===== src/hw/rtl/nrd_pkg.sv =====
// Package for the nonce report deframer with duplicate filter.
// Holds widths, reset constants, frame positions and shared types.
// No dependencies.
package nrd_pkg;

  localparam int unsigned ByteW     = 8;
  localparam int unsigned NonceW    = 32;
  localparam int unsigned ChipW     = 4;
  localparam int unsigned PosW      = 3;
  localparam int unsigned HistDepth = 16;

  localparam logic [ByteW-1:0] SyncReset = 8'h55;
  localparam int unsigned      ReportBit = 7;

  localparam logic [PosW-1:0] PosChip  = 3'd1;
  localparam logic [PosW-1:0] PosFlag  = 3'd2;
  localparam logic [PosW-1:0] PosNonce0 = 3'd4;
  localparam logic [PosW-1:0] PosNonce1 = 3'd5;
  localparam logic [PosW-1:0] PosNonce2 = 3'd6;
  localparam logic [PosW-1:0] PosLast  = 3'd7;

  typedef struct packed {
    logic              report;
    logic [NonceW-1:0] nonce;
    logic [ChipW-1:0]  chip;
  } frame_status_t;

  typedef enum logic [2:0] {
    StRun    = 3'b001,
    StCheck  = 3'b010,
    StDecide = 3'b100
  } state_e;

endpackage


===== src/hw/rtl/nrd_cell.sv =====
// One history cell: holds a recent nonce and passes the probe and its
// running match flag to the next cell each cycle. Depends on nrd_pkg.
module nrd_cell import nrd_pkg::*; (
  input  logic              clk_i,
  input  logic              rst_ni,
  input  logic [NonceW-1:0] probe_i,
  input  logic              hit_i,
  input  logic              shift_i,
  input  logic [NonceW-1:0] entry_i,
  output logic [NonceW-1:0] probe_o,
  output logic              hit_o,
  output logic [NonceW-1:0] entry_o
);

  logic [NonceW-1:0] entry_q, entry_d;
  logic [NonceW-1:0] probe_q;
  logic              hit_q, hit_d;

  assign entry_d = shift_i ? entry_i : entry_q;
  assign hit_d   = hit_i | (probe_i == entry_q);

  always_ff @(posedge clk_i or negedge rst_ni) begin
    if (!rst_ni) begin
      entry_q <= '0;
      hit_q   <= 1'b0;
    end else begin
      entry_q <= entry_d;
      hit_q   <= hit_d;
    end
  end

  always_ff @(posedge clk_i) begin
    probe_q <= probe_i;
  end

  assign probe_o = probe_q;
  assign hit_o   = hit_q;
  assign entry_o = entry_q;

endmodule


===== src/hw/rtl/nrd_deframer.sv =====
// Byte deframer: hunts for the sync byte, collects the 8-byte frame and
// flags a completed nonce report. Depends on nrd_pkg.
module nrd_deframer import nrd_pkg::*; (
  input  logic             clk_i,
  input  logic             rst_ni,
  input  logic             accept_i,
  input  logic [ByteW-1:0] rx_byte_i,
  input  logic [ByteW-1:0] sync_byte_i,
  output frame_status_t    status_o
);

  logic              in_frame_q, in_frame_d;
  logic [PosW-1:0]   pos_q, pos_d;
  logic [ChipW-1:0]  chip_q, chip_d;
  logic              flag_q, flag_d;
  logic [NonceW-1:0] nonce_q, nonce_d;

  always_comb begin
    in_frame_d = in_frame_q;
    pos_d      = pos_q;
    chip_d     = chip_q;
    flag_d     = flag_q;
    nonce_d    = nonce_q;
    if (accept_i) begin
      if (!in_frame_q) begin
        if (rx_byte_i == sync_byte_i) begin
          in_frame_d = 1'b1;
          pos_d      = PosChip;
        end
      end else begin
        case (pos_q)
          PosChip:   chip_d  = rx_byte_i[ChipW-1:0];
          PosFlag:   flag_d  = rx_byte_i[ReportBit];
          PosNonce0: nonce_d = {{(NonceW-ByteW){1'b0}}, rx_byte_i};
          PosNonce1: nonce_d = nonce_q | {{(NonceW-2*ByteW){1'b0}}, rx_byte_i, {ByteW{1'b0}}};
          PosNonce2: nonce_d = nonce_q | {{ByteW{1'b0}}, rx_byte_i, {(2*ByteW){1'b0}}};
          PosLast:   nonce_d = nonce_q | {rx_byte_i, {(NonceW-ByteW){1'b0}}};
          default:   ;
        endcase
        if (pos_q == PosLast) begin
          in_frame_d = 1'b0;
          pos_d      = '0;
        end else begin
          pos_d = pos_q + 1'b1;
        end
      end
    end
  end

  always_ff @(posedge clk_i or negedge rst_ni) begin
    if (!rst_ni) begin
      in_frame_q <= 1'b0;
      pos_q      <= '0;
      chip_q     <= '0;
      flag_q     <= 1'b0;
      nonce_q    <= '0;
    end else begin
      in_frame_q <= in_frame_d;
      pos_q      <= pos_d;
      chip_q     <= chip_d;
      flag_q     <= flag_d;
      nonce_q    <= nonce_d;
    end
  end

  assign status_o.report = accept_i & in_frame_q & (pos_q == PosLast) & flag_q;
  assign status_o.nonce  = nonce_q;
  assign status_o.chip   = chip_q;

endmodule


===== src/hw/rtl/nonce_report_deframer_dedup_core.sv =====
// Top level of the nonce report deframer with duplicate filter.
// Depends on nrd_pkg, nrd_deframer and nrd_cell.
// Usage:
// - Input channel (in_valid_i/in_ready_o, rx_byte_i) takes one received
//   byte per transaction. Outside a report check a byte is taken every cycle.
// - Bytes before a sync byte are dropped; a sync byte opens an 8-byte frame.
// - When byte 7 of a frame with bit 7 of byte 2 set is taken, the nonce is
//   sent down a chain of HISTORY_DEPTH cells, one cell per cycle. Input is
//   held off while the probe walks the chain.
// - A new nonce is shifted into the head of the chain and presented on the
//   output channel (out_valid_o/out_ready_i) once the probe has left the
//   chain; a duplicate is dropped.
// - If the receiver stalls, input continues until the next report check
//   finds a new nonce; the block then waits until the output register frees.
// - Configuration (cfg_valid_i/cfg_ready_o, cfg_data_i) sets the sync byte;
//   always ready; to be written only while idle, not enforced by the block.
// - Reset clears the frame state, the sync byte to 0x55 and every history
//   cell to zero.
module nonce_report_deframer_dedup_core import nrd_pkg::*; #(
  parameter int unsigned HISTORY_DEPTH = HistDepth
) (
  input  logic              clk_i,
  input  logic              rst_ni,
  input  logic              cfg_valid_i,
  output logic              cfg_ready_o,
  input  logic [ByteW-1:0]  cfg_data_i,
  input  logic              in_valid_i,
  output logic              in_ready_o,
  input  logic [ByteW-1:0]  rx_byte_i,
  output logic              out_valid_o,
  input  logic              out_ready_i,
  output logic [NonceW-1:0] nonce_value_o,
  output logic [ChipW-1:0]  chip_number_o
);

  localparam int unsigned CntW = (HISTORY_DEPTH > 1) ? $clog2(HISTORY_DEPTH) : 1;

  state_e            state_q, state_d;
  logic [CntW-1:0]   cnt_q, cnt_d;
  logic [ByteW-1:0]  sync_q;
  logic              in_accept;
  frame_status_t     frame;
  logic              out_free;
  logic              hist_shift;
  logic              out_load;
  logic              out_valid_q, out_valid_d;
  logic [NonceW-1:0] out_nonce_q;
  logic [ChipW-1:0]  out_chip_q;

  logic [NonceW-1:0] probe_chain [HISTORY_DEPTH+1];
  logic              hit_chain   [HISTORY_DEPTH+1];
  logic [NonceW-1:0] entry_chain [HISTORY_DEPTH+1];

  assign cfg_ready_o = 1'b1;

  always_ff @(posedge clk_i or negedge rst_ni) begin
    if (!rst_ni) begin
      sync_q <= SyncReset;
    end else if (cfg_valid_i && cfg_ready_o) begin
      sync_q <= cfg_data_i;
    end
  end

  assign in_ready_o = (state_q == StRun);
  assign in_accept  = in_valid_i & in_ready_o;

  nrd_deframer u_deframer (
    .clk_i       (clk_i),
    .rst_ni      (rst_ni),
    .accept_i    (in_accept),
    .rx_byte_i   (rx_byte_i),
    .sync_byte_i (sync_q),
    .status_o    (frame)
  );

  assign probe_chain[0] = frame.nonce;
  assign hit_chain[0]   = 1'b0;
  assign entry_chain[0] = frame.nonce;

  for (genvar k = 0; k < HISTORY_DEPTH; k++) begin : g_cell
    nrd_cell u_cell (
      .clk_i   (clk_i),
      .rst_ni  (rst_ni),
      .probe_i (probe_chain[k]),
      .hit_i   (hit_chain[k]),
      .shift_i (hist_shift),
      .entry_i (entry_chain[k]),
      .probe_o (probe_chain[k+1]),
      .hit_o   (hit_chain[k+1]),
      .entry_o (entry_chain[k+1])
    );
  end

  assign out_free   = ~out_valid_q | out_ready_i;
  assign hist_shift = (state_q == StDecide) & ~hit_chain[HISTORY_DEPTH] & out_free;
  assign out_load   = hist_shift;

  always_comb begin
    state_d = state_q;
    cnt_d   = cnt_q;
    unique case (state_q)
      StRun: begin
        if (frame.report) begin
          state_d = StCheck;
          cnt_d   = '0;
        end
      end
      StCheck: begin
        if (cnt_q == CntW'(HISTORY_DEPTH - 1)) begin
          state_d = StDecide;
        end else begin
          cnt_d = cnt_q + 1'b1;
        end
      end
      StDecide: begin
        if (hit_chain[HISTORY_DEPTH] || out_free) begin
          state_d = StRun;
        end
      end
      default: state_d = StRun;
    endcase
  end

  assign out_valid_d = (out_valid_q & ~out_ready_i) | out_load;

  always_ff @(posedge clk_i or negedge rst_ni) begin
    if (!rst_ni) begin
      state_q     <= StRun;
      cnt_q       <= '0;
      out_valid_q <= 1'b0;
    end else begin
      state_q     <= state_d;
      cnt_q       <= cnt_d;
      out_valid_q <= out_valid_d;
    end
  end

  always_ff @(posedge clk_i) begin
    if (out_load) begin
      out_nonce_q <= frame.nonce;
      out_chip_q  <= frame.chip;
    end
  end

  assign out_valid_o   = out_valid_q;
  assign nonce_value_o = out_nonce_q;
  assign chip_number_o = out_chip_q;

`ifndef NO_ASSERTIONS
  a_report_starts_check: assert property (@(posedge clk_i) disable iff (!rst_ni)
    frame.report |=> (state_q == StCheck) && (cnt_q == '0))
    else $error("report frame did not start a history check");

  a_decide_after_walk: assert property (@(posedge clk_i) disable iff (!rst_ni)
    (state_q == StCheck) && !$past(state_q == StCheck) |=> 1'b1 ##0
    ($past(cnt_q) == '0))
    else $error("check counter not cleared at start of walk");

  a_decide_entry: assert property (@(posedge clk_i) disable iff (!rst_ni)
    (state_q == StCheck) && (state_d == StDecide) |-> (cnt_q == CntW'(HISTORY_DEPTH - 1)))
    else $error("decision reached before probe left the chain");

  a_shift_needs_room: assert property (@(posedge clk_i) disable iff (!rst_ni)
    hist_shift |-> (!out_valid_q || out_ready_i))
    else $error("history shifted while output register still held");

  a_pending_holds: assert property (@(posedge clk_i) disable iff (!rst_ni)
    out_valid_q && !out_ready_i |=> out_valid_q && $stable(out_nonce_q))
    else $error("pending result lost or changed");
`endif

endmodule

===== config.mk =====
export PLATFORM = sky130hd
export DESIGN_NAME = nonce_report_deframer_dedup_core
export DESIGN_NICKNAME = d
export VERILOG_FILES = /design/src/hw/rtl/nrd_pkg.sv /design/src/hw/rtl/nrd_cell.sv /design/src/hw/rtl/nrd_deframer.sv /design/src/hw/rtl/nonce_report_deframer_dedup_core.sv
export SDC_FILE = /design/constraint.sdc
export NUM_CORES = 1
export LEC_CHECK = 0
export ABC_AREA = 1
export ABC_CLOCK_PERIOD_IN_PS = 5400
export BUFFER_PORTS_ARGS = -buffer_cell sky130_fd_sc_hd__buf_2
export CORE_AREA = 3 3 343 345
export CTS_CLUSTER_SIZE = 10
export DETAILED_ROUTE_END_ITERATION = 6
export DIE_AREA = 0 0 346 348
export PLACE_DENSITY = 0.58
export REMOVE_ABC_BUFFERS = 1
export SLEW_MARGIN = 20
export SYNTH_ARGS = -nofsm -noshare
export SYNTH_HDL_FRONTEND = slang
export SYNTH_SLANG_ARGS = --single-unit

===== constraint.sdc =====
create_clock -name clk_i -period 5.4 [get_ports clk_i]
set_clock_uncertainty 0.1 [all_clocks]
set_input_delay 0.54 -clock clk_i [delete_from_list [all_inputs] [get_ports clk_i]]
set_output_delay 0.54 -clock clk_i [all_outputs]
set_load 0.1 [all_outputs]

==> metrics, run 1 <==
Highest Signal Layer met4; I/O Buffers 58; total wire length about 70000 um; Die W 346 um; Pins Over Slew Limit 0; CTS Root Cell clkbuf_16; first-pass GRT wire length approximately 120000 um; worst hold slack roughly 0.060 ns; XOR/XNOR Fraction of Synth Area about 9.0%; Final Non-Filler Cells 5911; GP Congestion between 0.7 and 0.8; I/O pin count 60; CP Capture Type flip-flop; Hold Path Class input pin to flip-flop; Synth area leader dfrtp_1; Hold Fails Final Rpt 0; Core Region 115000 um2; fin worst setup slack between 2 and 2.5 ns; peak supply drop 274 uV; H-Tree Level Count 3; CTS sink count between 1000 and 1500; Placement Cell Area around 42000 um2; largest family of logic cells by synthesized area simple AND/OR/NAND/NOR gates; Slowest Stage Delay on Critical Path 0.75 ns; setup TNS 0 ns; vias after detailed routing roughly 24000; placed insts 5678; post-DP HPWL between 40000 and 50000 um; RSZ-0062 raised after global routing no; DRC viols 0; Yosys warning count 0; synth unique cells 31; Lkg Pwr 21.0 nW; #FFs+latches synth 1101; die height between 300 and 400 um; Post-Synthesis Cell Area 40100 um2; Tot GR Track Use 11.7%; met3 wire len around 2000 um; Tmin final roughly 2.9 ns; top cell type's share of synthesized area a little over a third; largest net degree at the start of global routing 173; post-CTS resize count 0; Adder-Cell Fraction of Synth Area 0.187%; die area approximately 120000 um2; num rows about 120; PwrDens 470 nW/um2; CP cell instances nor2_1 -> nand3_1 -> nor2_4 -> inv_8 -> buf_4 -> nand2_1 -> o21ai_0; CTS Buffer Depth 3; ranking of synthesized cells by area dfrtp_1 36%, dfxtp_1 24%, nand2_1 16%, xnor2_1 8.8%, o21ai_0 3.2%; clock slew at reported path FFs 0.06 ns; post-synthesis compound-gate area fraction 4.66%; clk_lat worst skew between 0.6 and 0.7 ns; TritonCTS clock tree done; post-synthesis mux area share 0.0562%; Tcrit/Tclk final between 50% and 60%; routed length per placed instance roughly 12 um; ANT nets after route 0; ratio of cells with drive above 1 in the final layout 5.78%; worst slew pin tran approximately 1.0 ns; pre-CTS setup slack ~2.5 ns; Iteration-0 DRC Markers roughly 1200; Num CTS Buffers about 120; slew margin rel. 31.7%; P&R area growth vs syn 13.4%; WP data arrival around 3.4 ns; DRT Pass-1 Iters 5; Starting Density between 30% and 40%; Max Cap Viol 0; global route overflow 0; Via density about 4.1; M1 WL around 31000 um; Final setup violation count 0; number of antenna violations at the first check in global routing 0; Max Fanout on Critical Path 150; nets about 4300; sequential area share after synthesis a little over three fifths; via count of the first global-routing pass approximately 24000; Setup crit start kind flip-flop; Worst EP required roughly 5.8 ns; critical path class flip-flop to flip-flop; Max Fclk between 300 and 400 MHz; Mapped Cells roughly 4200; design area about 45000 um2; Critical-path top delay cell nor2_4; status completed; syn avg cell area between 9 and 10 um2; Simple-Gate Fraction of Synth Area between 15 and 20%; WL met2 around 35000 um
## final timing paths
check                           depth (start not counted)                    startpoint                             to  slack (ns)
worst min-delay path                                    3                 cfg_data_i[4]                      sync_q[4]        0.06
worst max-delay path                                    7                    state_q[1]  g_cell[13].u_cell.entry_o[30]        2.47
min in group asynchronous                               2                        rst_ni           u_deframer.chip_q[2]        0.47
max in group asynchronous                               3                        rst_ni   g_cell[3].u_cell.entry_o[13]        3.50
worst max register to register                          7                    state_q[1]  g_cell[13].u_cell.entry_o[30]        2.47
worst min register to register                          0  g_cell[2].u_cell.probe_o[16]   g_cell[3].u_cell.probe_o[16]        0.25
## Yosys cell counts (all sizes together)
| master | n |
|---|---|
| a21oi | 5 |
| buf | 62 |
| clkbuf | 58 |
| conb | 1 |
| dfrtp | 580 |
| dfstp | 5 |
| dfxtp | 480 |
| edfxtp | 36 |
| ha | 6 |
| inv | 310 |
| mux2 | 2 |
| nand2 | 1702 |
| nand3 | 22 |
| nand4 | 6 |
| nor2 | 173 |
| nor3 | 1 |
| o211ai | 1 |
| o21ai | 335 |
| o21bai | 8 |
| o32ai | 1 |
| or2 | 5 |
| xnor2 | 402 |
| xor2 | 11 |
## cell type report
class	instances	area, um2
diodes	2	5.00
well taps	1512	1890
inverters	310	1170
repair buffers	82	626
multi-input cells	2681	12900
flip-flops and latches	1101	25300
fillers	11500	69100
clock inverters	3	68.8
clock buffers	220	3460
## stage by stage
stage / total power [mW] / util (%)
final: 21.4 / 39.7
after global placement: 14.2 / 36.5
after detailed placement: 14.3 / 36.5
after global routing: 22.7 / 39.7
after floorplan: 13.3 / -
after CTS: 21.8 / 39.7
## metal layers
metal | up-vias | track usage [%]
li1 | 13000 | -
met1 | 10700 | 14.2
met2 | 211 | 21.2
met3 | 122 | 1.77
met4 | 0 | 4.07
met5 | - | 0
## registers in the layout, indices dropped and copies added, names as in the netlist, 3 cells and up
signal / cells
g_cell.u_cell.entry_o: 512
g_cell.u_cell.probe_o: 480
nonce_value_o: 32
u_deframer.nonce_q: 32
g_cell.u_cell.hit_o: 16
sync_q: 8
chip_number_o: 4
cnt_q: 4
u_deframer.chip_q: 4
state_q: 3
u_deframer.pos_q: 3
## placed cells by master (no fill, tap or decap), types with 2 or more instances in the layout
master / instances
nand3_2: 4
inv_1: 308
clkbuf_16: 124
o21ai_0: 258
nand3_1: 18
buf_4: 6
or2_2: 5
diode_2: 2
dfrtp_1: 580
dfxtp_1: 480
dlygate4sd3_1: 8
mux2_2: 2
a21oi_1: 5
xor2_1: 11
nand2_2: 8
clkbuf_1: 96
xnor2_1: 402
o21ai_1: 53
o21bai_1: 8
o21ai_2: 24
edfxtp_1: 36
buf_2: 57
nor2_1: 171
nand2_1: 1694
ha_1: 6
nand4_1: 6
buf_12: 10
dfstp_2: 5
## critical path: cells and delay by family, from the launching register on
kind	cells	cell delay (ns)
and+or+nand+nor	4	1.15
buffers and inverters	2	0.95
DFF	1	0.38
AOI/OAI and AO/OA	1	0.07
## logic make-up after synthesis
group,Yosys count
simple gates,1909
xor+xnor,413
other cells,1
flops,1101
buf+inv,430
mux,2
compound gates,350
fa+ha+maj,6
## repair_timing
item / CTS / global route
setup endpoints to repair: 0 / 0
buffers inserted: 0 / 0
hold endpoints to repair: 110 / 0
hold buffers: 8 / 0
## power breakdown
part | switching, mW | total, mW | internal, mW
Clock | 3.03 | 7.34 | 4.31
Combinational | 1.52 | 2.96 | 1.44
Sequential | 1.15 | 11.1 | 9.92
Power figures use the tool's default switching activity.
==> run 2: changes to the inputs <==
--- a/config.mk
+++ b/config.mk
@@ -6,7 +6,7 @@
 export NUM_CORES = 1
 export LEC_CHECK = 0
 export ABC_AREA = 1
-export ABC_CLOCK_PERIOD_IN_PS = 5400
+export ABC_CLOCK_PERIOD_IN_PS = 3000
 export BUFFER_PORTS_ARGS = -buffer_cell sky130_fd_sc_hd__buf_2
 export CORE_AREA = 3 3 343 345
 export CTS_CLUSTER_SIZE = 10
==> constraint.sdc (replaced) <==
create_clock -name clk_i -period 3 [get_ports clk_i]
set_clock_uncertainty 0.1 [all_clocks]
set_input_delay 0.3 -clock clk_i [delete_from_list [all_inputs] [get_ports clk_i]]
set_output_delay 0.3 -clock clk_i [all_outputs]
set_load 0.1 [all_outputs]
==> run 2 against run 1 <==
Against the previous run:
- critical path depth decreased by 4
- combinational power increased by 82%
- first-iteration DRC count decreased by 14%
- global-route usage increased by 0.24 points
- clock power increased by 78%
- sequential share of layout area decreased by 0.50 points
- total power increased by 80%
- hold slack improved by 0.037 ns
- sequential power increased by 79%
- via count increased by 0.71%
- die area unchanged
- largest cell class unchanged
==> metrics, run 2 (synthesis gave the netlist of run 1 again) <==
status completed; post-DP HPWL 45500 um (+3.0%); global route overflow 0 (unchanged); Tot GR Track Use 11.9% (+0.24 points); Final Core Density 40.0% (+0.36 points); WP depth 3 (-4); design area 45800 um2 (+0.90%); Placement Cell Area 42100 um2 (+0.57%); ratio of cells with drive above 1 in the final layout 6.13% (+0.35 points); PwrDens 839 nW/um2 (+78%); Num CTS Buffers 120 (-0.83%); DRT Pass-1 Iters 4 (-1); nets 4364 (+0.93%); Ant. Diodes 0 (-2); CP delay by family, top buffers and inverters; num rows 124 (unchanged); Sw Ratio 27.1% (+0.41 points); Hold Path Class input pin to asynchronous set/reset pin; Setup crit start kind flip-flop; via count of the first global-routing pass 24400 (+2.0%); DRC viols 0 (unchanged); max reg flops 512 (unchanged); CP Capture Type output port; Final setup violation count 0 (unchanged); sequential power share 51.9% (about the same); worst hold slack 0.0973 ns (+0.0371 ns); die area 120000 um2 (unchanged); vias after detailed routing 24200 (+0.71%); die height 348 um (unchanged); R2R Setup Slk 0.71 ns (-1.76 ns); Lkg Pwr 21.2 nW (+0.92%); Worst EP required 2.60 ns (-3.23 ns); CP cell instances nand3_2 -> inv_1 -> buf_2; Hold Fails Final Rpt 0 (unchanged); CTS Root Cell clkbuf_16; worst slew pin tran 0.888 ns (-0.136 ns); critical path class flip-flop to output port; peak supply drop 493 uV (+80%); WP data arrival 1.91 ns (-1.44 ns); Reg2Reg Launch Point state_q[1]; Max Fclk around 430 MHz; Comb power frac 14.1% (+0.3 points); Tcrit/Tclk final 77.2%; CP bufs+invs 2 (unchanged); I/O pin count 60 (unchanged); Max Cap Viol 0 (unchanged); Worst setup startpoint state_q[0]; Via density 4.07 (about the same); Iteration-0 DRC Markers 1046 (-14%); first-pass GRT wire length 120000 um (+1.9%); Tmin final about 2.3 ns; commonest non-fill, non-tap cell in the layout nand2_1; largest net degree at the start of global routing 183 (+5.8%); total wire length 70900 um (+1.4%); RSZ-0062 raised after global routing no; cell-internal power 28.0 mW (+79%); RR Endpoint g_cell[14].u_cell.entry_o[7]; GP Congestion 0.733 (+2.6%); routed length per placed instance 11.9 um (+0.79%); Starting Density 35.0% (unchanged); P_sw 10.4 mW (+83%); Max Fanout on Critical Path 4 (-97%); H-Tree Level Count 3 (unchanged); number of antenna violations at the first check in global routing 0 (unchanged); slew margin rel. 40.8% (+9.1 points); crit path to in_ready_o; number of cells on the worst reg-to-reg path 5 (-2); P&R area growth vs syn 14.4%; clock slew at reported path FFs 0.06 ns (about the same); power consumption 38.5 mW (+80%); Die W 346 um (unchanged); I/O Buffers 58 (unchanged); Core Region 115000 um2 (unchanged); Pins Over Slew Limit 0 (unchanged); clock share of power 34.1% (-0.2 points); ANT nets after route 0 (unchanged); clk_lat worst skew 0.69 ns (+0.02 ns); Post-CTS Setup Repair Bufs 0 (unchanged); CTS Buffer Depth 3 (unchanged); TritonCTS clock tree done; Slowest Stage Delay on Critical Path 0.54 ns (-0.21 ns); CTS sink count 1101 (unchanged); most frequent cells in the layout 1694 x nand2_1, 580 x dfrtp_1, 480 x dfxtp_1; Critical-path top delay cell dfstp_2
-- run 2: metal layers --
metal	track usage [%]	wire (um)	up-vias	part of all wire, %
met5	0	0	-	0
met4	4.01	1780	0	2.5
met3	2.00	2060	106	2.9
met2	21.8	35500	214	50
met1	14.2	31600	10800	45
li1	-	-	13100	-
-- run 2: power by group through the flow --
stage	Combinational [mW]	Sequential [mW]	Clock, mW
2_1_floorplan	4.23	19.6	0
4_1_cts	5.63	20.0	13.6
6_report	5.40	19.9	13.1
3_5_place_dp	5.56	20.3	0
3_3_place_gp	5.48	20.2	0
5_1_grt	6.23	20.4	14.2
-- run 2: layout make-up --
type / instances / area (um2)
fill: 11400 / 68700
sequential: 1101 / 25300
multi-input combinational: 2681 / 12900
clock buffer: 215 / 3390
tap: 1512 / 1890
inverter: 310 / 1170
timing repair buffer: 123 / 1110
clock inverter: 6 / 75.1
-- run 2: per-stage QoR --
| stage | setup WS [ns] | std cells | TNS, ns |
|---|---|---|---|
| after floorplan | -22.62 | 4092 | -9688.43 |
| after global routing | 0.513 | 5948 | 0 |
| after CTS | 0.614 | 5948 | 0 |
| after global placement | 0.748 | 5695 | 0 |
| after detailed placement | 0.734 | 5695 | 0 |
| final | 0.685 | 5948 | 0 |
-- run 2: what timing repair did --
item / CTS / global route
hold endpoints to repair: 240 / 0
resized for setup: 0 / 0
hold buffers: 32 / 0
-- run 2: worst min path at each step --
stage / startpoint / cells after the start / slack [ns] / end
after floorplan: rst_ni / 0 / -0.1 / cnt_q[0]
after global placement: rst_ni / 1 / 0.21 / u_deframer.chip_q[3]
after detailed placement: rst_ni / 1 / 0.22 / u_deframer.chip_q[3]
after CTS: rst_ni / 2 / 0.08 / g_cell[2].u_cell.entry_o[3]
after global routing: rst_ni / 2 / 0.13 / u_deframer.chip_q[3]
final: rst_ni / 2 / 0.1 / u_deframer.chip_q[3]
==> run 3: changes to the inputs <==
--- a/config.mk
+++ b/config.mk
@@ -6,13 +6,13 @@
 export NUM_CORES = 1
 export LEC_CHECK = 0
 export ABC_AREA = 1
-export ABC_CLOCK_PERIOD_IN_PS = 3000
+export ABC_CLOCK_PERIOD_IN_PS = 2100
 export BUFFER_PORTS_ARGS = -buffer_cell sky130_fd_sc_hd__buf_2
 export CORE_AREA = 3 3 343 345
 export CTS_CLUSTER_SIZE = 10
 export DETAILED_ROUTE_END_ITERATION = 6
 export DIE_AREA = 0 0 346 348
-export PLACE_DENSITY = 0.58
+export PLACE_DENSITY = 0.6
 export REMOVE_ABC_BUFFERS = 1
 export SLEW_MARGIN = 20
 export SYNTH_ARGS = -nofsm -noshare
==> constraint.sdc (replaced) <==
create_clock -name clk_i -period 2.1 [get_ports clk_i]
set_clock_uncertainty 0.1 [all_clocks]
set_input_delay 0.21 -clock clk_i [delete_from_list [all_inputs] [get_ports clk_i]]
set_output_delay 0.21 -clock clk_i [all_outputs]
set_load 0.1 [all_outputs]
==> run 3 against run 2 <==
Against the previous run:
- first-iteration DRC count increased by 19%
- non-clock buffer count increased by 32
- worst setup slack got worse by 0.57 ns
- via count increased by 1.1%
- final cell count increased by 0.55%
- die area unchanged
- critical endpoint unchanged
- sequential share of layout area decreased by 0.60 points
- routed wire length increased by 1.1%
- total power increased by 43%
==> metrics, run 3 (synthesis gave the netlist of run 1 again) <==
peak supply drop 754 uV (+53%); design area 46300 um2 (+1.1%); largest net degree at the start of global routing 83 (-55%); Hold Fails Final Rpt 0 (unchanged); Core Region 115000 um2 (unchanged); worst hold slack 0.210 ns (+0.113 ns); Lkg Pwr 21.4 nW (+1.2%); DRT Pass-1 Iters 5 (+1); first-pass GRT wire length 121000 um (+0.41%); Max Fclk ~500 MHz; number of cells on the worst reg-to-reg path 5 (unchanged); Final Non-Filler Cells 5981 (+0.55%); via count of the first global-routing pass 24300 (-0.46%); commonest non-fill, non-tap cell in the layout nand2_1; worst slew pin tran 0.522 ns (-0.366 ns); Final Core Density 40.5% (+0.44 points); GP Congestion 0.757 (+3.4%); CTS Buffer Depth 3 (unchanged); number of antenna violations at the first check in global routing 0 (unchanged); DRC viols 0 (unchanged); Hold Path Class input pin to asynchronous set/reset pin; I/O Buffers 58 (unchanged); Reg2Reg Launch Point state_q[1]; clock slew at reported path FFs 0.06 ns (about the same); Multi-input gate area 12900 um2 (about the same); Tcrit/Tclk final around 94%; most frequent cells in the layout 1694 x nand2_1, 580 x dfrtp_1, 480 x dfxtp_1; RSZ-0062 raised after global routing no; setup TNS 0 ns (unchanged); Final setup violation count 0 (unchanged); I/O pin count 60 (unchanged); post-DP HPWL 47200 um (+3.8%); filler cell count in the final layout 11300 (-1.0%); vias after detailed routing 24500 (+1.1%); clk_lat worst skew 0.68 ns (about the same); Via density 4.09 (+0.58%); slew margin rel. 64.8% (+24 points); max reg flops 512 (unchanged); critical path class flip-flop to output port; Max Fanout on Critical Path 4 (unchanged); Tot GR Track Use 12.0% (+0.058 points); Tmin final 1.98 ns; num rows 124 (unchanged); ANT nets after route 0 (unchanged); ratio of cells with drive above 1 in the final layout 6.82% (+0.69 points); Starting Density 35.0% (unchanged); Worst EP required 1.79 ns (-0.81 ns); Die W 346 um (unchanged); Placement Cell Area 42500 um2 (+0.96%); Iteration-0 DRC Markers 1249 (+19%); nets 4396 (+0.73%); PwrDens 1190 nW/um2 (+42%); placed insts 5724 (+0.51%); CTS sink count 1101 (unchanged); H-Tree Level Count 3 (unchanged); routed length per placed instance 12.0 um (+0.57%); TritonCTS clock tree done; die height 348 um (unchanged); status completed; Max Cap Viol 0 (unchanged); P&R area growth vs syn 15.6%; CTS Root Cell clkbuf_16; sequential cell area 25300 um2 (unchanged); Num CTS Buffers 120 (unchanged); total wire length 71700 um (+1.1%); RR Endpoint nonce_value_o[16]; global route overflow 0 (unchanged); R2R Setup Slk 0.16 ns (-0.55 ns); die area 120000 um2 (unchanged); CP Capture Type output port; WP data arrival 1.67 ns (-0.24 ns); Ant. Diodes 0 (unchanged); Setup crit start kind flip-flop; Pins Over Slew Limit 0 (unchanged)
[run 3: cell type report]
cell class,count,share of cell area (%)
flip-flops and latches,1101,54.7
multi-input cells,2681,27.8
clock buffers,217,7.38
well taps,1512,4.08
repair buffers,155,3.38
inverters,310,2.53
clock inverters,5,0.165
[run 3: routing by layer]
layer  routed length, um  vias to the layer above  part of all wire, %  track usage, %
met5                   0                        -                    0               0
met4                1670                        0                  2.3            4.02
met3                2110                      106                  2.9            1.91
met2               35900                      224                   50            21.6
met1               32000                    11000                   45            14.6
li1                    -                    13200                    -               -
[run 3: worst max path at each step]
stage	from	to	slack, ns
after CTS	state_q[0]	in_ready_o	0.004
after global routing	state_q[1]	g_cell[15].u_cell.entry_o[4]	0.02
after floorplan	out_valid_o	g_cell[10].u_cell.entry_o[17]	-23.52
after global placement	u_deframer.pos_q[0]	u_deframer.nonce_q[2]	0.14
final	state_q[0]	in_ready_o	0.12
after detailed placement	u_deframer.pos_q[0]	u_deframer.nonce_q[4]	0.10
[run 3: worst max-delay path: stages, from the launching register on]
cell	delay [ns]
dfstp_2	0.54
nand3_2	0.15
inv_2	0.13
buf_12	0.18
[run 3: power by group]
part	switching, mW	total [mW]	internal (mW)
combinational	3.99	7.83	3.84
clock	7.89	18.8	10.9
sequential	3.05	28.6	25.5
total	14.9	55.2	40.2
[run 3: repair_timing]
| action | in CTS | in global routing |
|---|---|---|
| endpoints found under the setup margin | 1 | 14 |
| pin swaps | 0 | 1 |
| hold buffers | 34 | 0 |
| gates resized for setup | 3 | 4 |
| endpoints found under the hold margin | 594 | 0 |
| setup buffers | 0 | 1 |
| gates cloned | 0 | 0 |
[run 3: through the flow]
stage / setup WS (ns) / power [mW]
finish: 0.116 / 55.2
global route: 0.0158 / 58.4
CTS: 0.00436 / 56.1
detailed placement: 0.105 / 37.0
global placement: 0.137 / 36.7
floorplan: -23.52 / 34.1
